$ cat src/hw/rtl/frr_ram.sv
// ----------------------------------------------------------------------------
// frr_ram
// generic single-write, single-read ram with registered read data
// ----------------------------------------------------------------------------
`default_nettype none

module frr_ram #(
  parameter int WIDTH = 8,
  parameter int DEPTH = 64
) (
  input  wire logic                     clk,
  input  wire logic                     we,
  input  wire logic [$clog2(DEPTH)-1:0] waddr,
  input  wire logic [WIDTH-1:0]         wdata,
  input  wire logic [$clog2(DEPTH)-1:0] raddr,
  output logic      [WIDTH-1:0]         rdata
);

  logic [WIDTH-1:0] mem [DEPTH];

  always_ff @(posedge clk) begin
    if (we) begin
      mem[waddr] <= wdata;
    end
    rdata <= mem[raddr];
  end

endmodule

`default_nettype wire

$ cat config.mk
export PLATFORM = sky130hd
export DESIGN_NAME = frr_ram
export DESIGN_NICKNAME = d
export VERILOG_FILES = /design/src/hw/rtl/frr_ram.sv
export SDC_FILE = /design/constraint.sdc
export NUM_CORES = 1
export LEC_CHECK = 0
export CAP_MARGIN = 20
export CORE_AREA = 4 4 197 199
export DETAILED_ROUTE_END_ITERATION = 8
export DIE_AREA = 0 0 201 203
export DONT_BUFFER_PORTS = 1
export HOLD_SLACK_MARGIN = 0.06
export PLACE_DENSITY = 0.72
export RECOVER_POWER = 25
export SLEW_MARGIN = 0
export SYNTH_ARGS = -nofsm -noshare
export SYNTH_HDL_FRONTEND = slang
export SYNTH_SLANG_ARGS = --single-unit
$ cat constraint.sdc
create_clock -name clk -period 1.8 [get_ports clk]
set_clock_uncertainty 0.05 [all_clocks]
set_input_delay 0.18 -clock clk [delete_from_list [all_inputs] [get_ports clk]]
set_output_delay 0.18 -clock clk [all_outputs]
set_load 0.03 [all_outputs]
==> results of run 1 <==
-- per-stage QoR --
| step | total power [mW] | TNS (ns) | worst slack [ns] | util |
|---|---|---|---|---|
| 6_report | 24.3 | -0.433 | -0.131 | 0.616 |
| 5_1_grt | 25.1 | -0.863 | -0.197 | 0.616 |
| 4_1_cts | 24.5 | -0.550 | -0.148 | 0.622 |
| 3_5_place_dp | 14.5 | -1.42 | -0.418 | 0.569 |
| 3_3_place_gp | 14.5 | -1.16 | -0.383 | 0.569 |
| 2_1_floorplan | 14.4 | 0 | 0.00683 | - |
-- registers in the layout, indices dropped and copies added (netlist names) --
register  cells
mem         512
rdata         8
-- cell usage in the layout, fill, tap and decap left out, drive strengths merged, types with 4 or more instances in the layout --
cell type,count
edfxtp,512
mux4,126
clkbuf,93
nor2,83
buf,75
mux2i,23
nand2,19
clkinv,19
nor2b,14
nand3,13
mux2,13
dlygate4sd3,12
o221ai,8
o22ai,8
dfxtp,8
nand2b,7
nor3,7
a221oi,6
a211oi,4
o21ai,4
-- worst max-delay path, stage by stage, from the launching register on --
cell	delay [ns]
edfxtp_1	0.38
mux4_2	0.49
mux2_2	0.29
o221a_2	0.29
nor3_4	0.19
o32ai_1	0.13
-- worst min-delay path by stage --
stage,startpoint,to,depth (start not counted)
after floorplan,wdata[0],mem[0][0],0
after global placement,wdata[6],mem[48][6],0
after detailed placement,wdata[4],mem[48][4],0
after CTS,raddr[5],rdata[5],1
after global routing,raddr[5],rdata[5],1
final,raddr[5],rdata[5],1
-- Yosys cell counts (11+ instances only) --
library cell	number	area (µm²)
mux2_2	13	146
nand2_1	19	71.3
nor2b_1	14	87.6
nor2_1	83	312
clkbuf_1	17	63.8
mux4_2	126	2840
buf_2	11	55.1
buf_4	13	97.6
nand3_1	13	65.1
edfxtp_1	512	15400
mux2i_1	23	230
-- metal layers --
| metal | track usage | share of wire | vias to the layer above |
|---|---|---|---|
| li1 | - | - | 4156 |
| met1 | 0.325 | 0.40 | 5139 |
| met2 | 0.337 | 0.47 | 508 |
| met3 | 0.0452 | 0.097 | 81 |
| met4 | 0.0607 | 0.028 | 0 |
| met5 | 0 | 0 | - |
-- repair_timing --
| action | 4_1_cts | 5_1_grt |
|---|---|---|
| pin swaps | 8 | 2 |
| setup endpoints to repair | 8 | 8 |
| gates resized for setup | 24 | 5 |
| endpoints found under the hold margin | 584 | 8 |
-- power by group through the flow --
stage	clock network (mW)	registers (mW)	logic [mW]
2_1_floorplan	0	13.7	0.722
3_3_place_gp	0	13.7	0.726
3_5_place_dp	0	13.7	0.733
4_1_cts	9.94	13.5	1.06
5_1_grt	10.5	13.5	1.08
6_report	9.78	13.5	1.02
-- cells by family (layout without fill, tap and decap cells) --
group | Yosys count | count (layout) | share of synthesized area
AO/OA/AOI/OAI | 54 | 54 | 0.0207
buffers and inverters | 51 | 204 | 0.0157
flip-flops | 520 | 520 | 0.770
multiplexers | 162 | 162 | 0.159
AND/OR/NAND/NOR | 153 | 153 | 0.0339
-- area by class of cell --
cell class	instances	area share
tap	474	0.0259
clock inverter	24	0.00813
timing repair buffer	117	0.0368
clock buffer	63	0.0576
sequential	520	0.677
multi-input combinational	369	0.194
==> impl.org, run 1 <==
** Status
- The run finished, with violations left.
- Failing checks :: hold timing, setup timing

** Flow run
- The tool flagged a number of max-cap violations equal to 0.

** STA
- Setup WS post-layout :: -0.131 ns
- Setup repair after global routing could not meet its margin everywhere.
- The number of max-slew violations in the final report came to 0.
- Dividing the final minimum period by the clock period gives 1.07.
- Transition time of the tightest slew-check pin :: 1.42 ns
- Hold timing on the final database bottoms out at a slack of -0.330 ns.
- Time the worst path needs with I/O delays and setup :: 1.93 ns
- In this run the tightest slew margin relative to its limit is 0.0559.
- Maximum clock rate :: 518 MHz
- The total count of hold-check failures in the final report is 8.
- Setup-violating endpoint count in the final report :: 7

** Clocking
- TritonCTS built the clock tree.
- Clock latency at the later pin of the worst-skew pair :: ~0.57 ns
- In this run, post-CTS hold repair placed 20 buffers.
- Clock sink total :: 520
- In this run the deepest clock path goes through 3 buffers.
- In this run the clock root is driven by a clkbuf_16.
- # Post-CTS Setup Buffers :: 0
- Clock-pin slew on the worst setup and hold paths :: 0.06 ns
- The clock tree synthesis step divided the H-tree into 2 levels.
- Buffers inserted during clock tree synthesis total 49.

** Global routing
- Remaining global-route overflow :: 0
- The first global-routing pass estimated around 66 mm of wire.
- The via count of the first global-routing pass came to approximately 10000.
- Pin count of the biggest net entering global routing :: 138
- The initial antenna violation count came to 0.
- Gr usage total :: 0.218

** Logic synthesis
- The synthesized design contains 512 enable-type register cells.
- Post-synthesis instance area :: between 0.02 and 0.025 mm²
- The cell count after synthesis came out at 940.
- Each instance of the synthesized netlist takes up on average roughly 21 µm².
- Synth unique cells :: 40
- Flip-flop and latch count after synthesis :: 520
- The share of the Yosys chip area taken by registers is 0.770.
- Number of warnings reported in the yosys synthesis log :: 0
- Among all flip-flop cells after synthesis, the most frequent one is edfxtp_1.
- Synthesis produced a netlist with a net count of 962.
- Post-synthesis async set-or-reset flop share :: 0

** Critical path
- Critical Path End Type :: flip-flop
- Data required, critical path :: around 2.2 ns
- STA classifies the critical path startpoint as a flip-flop.
- For flop-to-flop paths, the worst setup slack is -0.13 ns.
- Measured in cells, the most critical reg-to-reg path has a length of 5.
- The endpoint identified for the worst register-to-register timing path is rdata[4].
- In this run the worst setup path begins at mem[21][4].
- Along the worst path, the maximum fanout reaches 1.
- Reg-to-Reg Start :: mem[21][4]
- Worst setup path class :: reg2reg
- Last element of the critical path :: rdata[4]
- Data on the critical path arrives at its endpoint at 2.33 ns.

** Placement
- Routability congestion estimate from global placement :: 0.805
- Cell area after placement :: 0.0212 mm²
- The number of placed instances, taps included, is 1459.
- HPWL after detailed placement :: 24.5 mm
- Count of input and output buffers :: 0

** Power and ir drop
- Part of the power in the clock network :: 0.402
- Summed over all cells, the static leakage comes to 7.25 nW.
- Of the total power, combinational logic draws 0.042.
- Reg power frac :: 0.556
- Of the total power, the share spent switching nets is 0.198.
- In this run the power density over the cells is ~1100 mW/mm².
- Net Sw Power :: ~4.8 mW
- IR analysis of the VDD net gives a maximum drop of roughly 0.67 mV.
- Cell internal pwr :: 19.5 mW

** Die
- Die Span Y :: 203 µm
- The floorplan step defined a die boundary enclosing 0.0408 mm².
- Count of standard-cell rows :: 71
- For this configuration, the core starts out at a cell density of 0.542.
- The core region is 0.0372 mm².
- Count of pins on the block boundary :: 30
- DIE WIDTH :: 201 µm

** Cells and area
- The finished layout holds about 1600 standard cells, fillers aside.
- Area Growth Syn to Fin :: 13.7%
- Total inserted antenna cells :: 0
- Filler Cells Inserted :: 2498
- With fillers left out, the area of the finished cells amounts to 0.0229 mm².
- Share of final-layout standard cells stronger than drive strength 1 :: 0.275
- In the final layout, the multi-input gates occupy 0.00445 mm².
- Register area :: 0.0155 mm²
- Count of nets after finishing :: roughly 1100

** Route
- After detailed routing, the number of vias per cell comes to 6.31.
- In the routed design, unresolved DRC markers number 0.
- Via Count :: 9884
- Before antenna repair, the detailed router went through 5 iterations.
- Once detail routing completed, the nets flagged for antenna violations numbered 0.
- In this run, the number of DRC markers left after iteration 0 of detailed routing was roughly 1200.
- DR WL/cell :: about 28 µm
- Routed WL :: 43.8 mm

** Worst hold path
- The path class of the tightest hold or removal check is in2reg.
No activity file was read; power rests on OpenSTA's default activity.
==> inputs of run 2 (changes only) <==
--- a/config.mk
+++ b/config.mk
@@ -10,6 +10,7 @@
 export DETAILED_ROUTE_END_ITERATION = 8
 export DIE_AREA = 0 0 201 203
 export DONT_BUFFER_PORTS = 1
+export GPL_TIMING_DRIVEN = 0
 export HOLD_SLACK_MARGIN = 0.06
 export PLACE_DENSITY = 0.72
 export RECOVER_POWER = 25
==> impl.org, run 2 (synthesis results as in run 1) <==
** STA
- The maximum frequency from static timing analysis is 492 MHz (-5.0%).
- The least setup slack across all paths after layout is -0.233 ns (-0.102 ns).
- Headroom to the max-slew limit :: 0.0635 (+0.00764)
- Number of hold-slack violations in the final timing report :: 0 (-8)
- The sum of negative setup slack came to -8.25 ns (-7.81 ns).
- Setup-violating endpoint count in the final report :: 88 (+81)
- Time the worst path needs with I/O delays and setup :: 2.03 ns (+0.102 ns)
- Fraction of the cycle the final worst path needs :: 1.13 (+0.0567)
- Final number of max-transition violations :: 0 (unchanged)
- Setup repair after global routing missed its margin :: yes
- Transition time of the tightest slew-check pin :: 1.40 ns (-0.0115 ns)

** Cells and area
- Ranked by flip-flop count, first place goes to mem.
- Regs by FF count :: mem x512, rdata x8
- Area Growth Syn to Fin :: 13.4%
- Final Cell Area :: 0.0229 mm² (-0.29%)
- Flip-flop count of the largest register after layout :: 512 (unchanged)
- The final-stage net count came to 1037 (-3.9%).
- Total inserted antenna cells :: 0 (unchanged)
- Share of final-layout standard cells stronger than drive strength 1 :: 0.307 (+0.0317)
- The library cell used most frequently in the layout, excluding fill and tap cells, is edfxtp_1.
- The top cell types in the final layout, fill and taps aside, are edfxtp_1, mux4_2, clkbuf_16.

** Clocking
- The clock slew at the register clock pins of the worst setup and hold paths is 0.06 ns (about the same).
- Clock buffer count from CTS :: 51 (+4.1%)
- The clock net sink count came to 520 (unchanged).
- TritonCTS built the clock tree.
- The maximum clock insertion buffer count was 3 (unchanged).
- The number of H-tree branching levels was 2 (unchanged).
- The later-pin clock latency in the skew report is 0.59 ns (+0.02 ns).
- CTS root buf :: clkbuf_16

** Placement
- The minimum setup slack after placement was -1.19 ns (-0.769 ns).
- HPWL after detailed placement :: 29.6 mm (+21%)
- The placer congestion estimate came to 0.919 (+14%).
- The total of buffers placed on input and output ports was 0 (unchanged).
- The post-placement cell area came to 0.0208 mm² (-1.7%).

** Route
- Router iterations before antenna repair :: 6 (+1)
- The residual DRC count is 0 (unchanged).
- Vias per inst :: 6.60 (+4.6%)
- Violation count after the first detailed-route iteration :: 1147 (-0.26%)
- Routed WL :: 47.9 mm (+9.2%)
- The sum of routed wire segments on met1 came to 18.3 mm (+3.8%).
- The met2 wirelength from detailed routing is 22.9 mm (+11%).
- Routed wire length on met3 :: 4.98 mm (+17%)
- The overall via count from detail_route was 10092 (+2.1%).
- The remaining antenna violation count after routing was 0 (unchanged).
- Highest routing layer actually used :: met4
- DR WL/cell :: 31.3 µm (+12%)

** Status
- The final reports fail on setup timing.
- The run finished, with violations left.

** Global routing
- Gr usage total :: 0.237 (+0.0186)
- The first-pass GRT wire length came to 70.0 mm (+5.9%).
- Pin count of the biggest net entering global routing :: 65 (-53%)
- The via count of the first global-routing pass was 10293 (+3.0%).
- Remaining global-route overflow :: 0 (unchanged)
- Antenna violations before repair :: 0 (unchanged)

** Die
- The effective utilization at floorplan was 0.542 (unchanged).
- The chip height was 203 µm (unchanged).
- Count of pins on the block boundary :: 30 (unchanged)
- Core region area :: 0.0372 mm² (unchanged)
- The overall die area came to 0.0408 mm² (unchanged).
- The horizontal die dimension is 201 µm (unchanged).
- Count of standard-cell rows :: 71 (unchanged)

** Power and ir drop
- Power Dens Cells :: 1090 mW/mm² (+2.5%)
- The largest voltage drop on the vdd net was 0.787 mV (+17%).
- Leakage component of the power :: 7.04 nW (-2.8%)

** Critical path
- FF-to-FF End :: rdata[0]
- The required arrival time at the worst endpoint is 1.96 ns (-0.24 ns).
- STA classifies the critical path startpoint as a primary input.
- Reg-to-Reg Start :: mem[11][0]
- Worst setup path class :: in2reg
- STA classifies the critical path endpoint as a flip-flop.
- The maximum fanout count along the critical path was 10 (+9).
- The slack of the worst reg-to-reg path came to -0.15 ns (-0.02 ns).
- The worst-case reg-to-reg path depth came to 5 (unchanged).
- Data arrival at the endpoint of the critical path :: 2.19 ns (-0.14 ns)

** Flow run
- Max-cap check violation count :: 0 (unchanged)

** Worst hold path
- HP Class :: in2reg
- Hold path start :: waddr[5]
- Hold Path Stages :: 3 (+2)
- For hold timing, the worst endpoint is mem[49][0].
run 2: cell type report:
cell class | instances | area (µm²)
fill | 2493 | 14400
timing repair buffer | 22 | 175
sequential | 520 | 15500
buffer | 51 | 367
clock inverter | 25 | 158
tap | 474 | 593
multi-input combinational | 369 | 4660
clock buffer | 68 | 1380
run 2: how the worst max path moves through the flow:
stage	start	end	cells past startpoint
finish	waddr[1]	mem[31][5]	3
global route	mem[15][1]	rdata[1]	5
CTS	waddr[2]	mem[5][3]	4
detailed placement	raddr[2]	rdata[3]	7
global placement	raddr[2]	rdata[7]	8
floorplan	raddr[0]	rdata[3]	8
run 2: power breakdown:
| part | total [mW] | internal (mW) | switching, mW | leakage (nW) |
|---|---|---|---|---|
| logic | 1.38 | 0.509 | 0.872 | 1.62 |
| registers | 13.5 | 13.4 | 0.0759 | 4.67 |
| clock network | 9.94 | 5.65 | 4.30 | 0.748 |
run 2: per-stage QoR:
step	std cells	utilization	hold slack (ns)	power, mW
3_3_place_gp	1414	0.558	0.238	14.8
5_1_grt	1529	0.614	0.182	25.5
3_5_place_dp	1416	0.559	0.238	14.8
6_report	1529	0.614	0.180	24.8
2_1_floorplan	940	-	0.229	14.4
4_1_cts	1528	0.615	-0.0128	24.9
run 2: timing repair:
action                                  CTS  global route
endpoints found under the setup margin  133           284
hold buffers                             19             1
endpoints found under the hold margin   526             6
resized for setup                        54            53
pin swaps                                 4             1
setup buffers                             0             0
run 2: critical path, stage by stage:
cell,delay (ns)
clkbuf_1,0.33
nand4_1,0.74
nor2_1,0.93
run 2: metal layers:
metal	track usage	up-vias
li1	-	4087
met1	0.330	5263
met2	0.375	617
met3	0.0591	125
met4	0.0789	0
met5	0	-
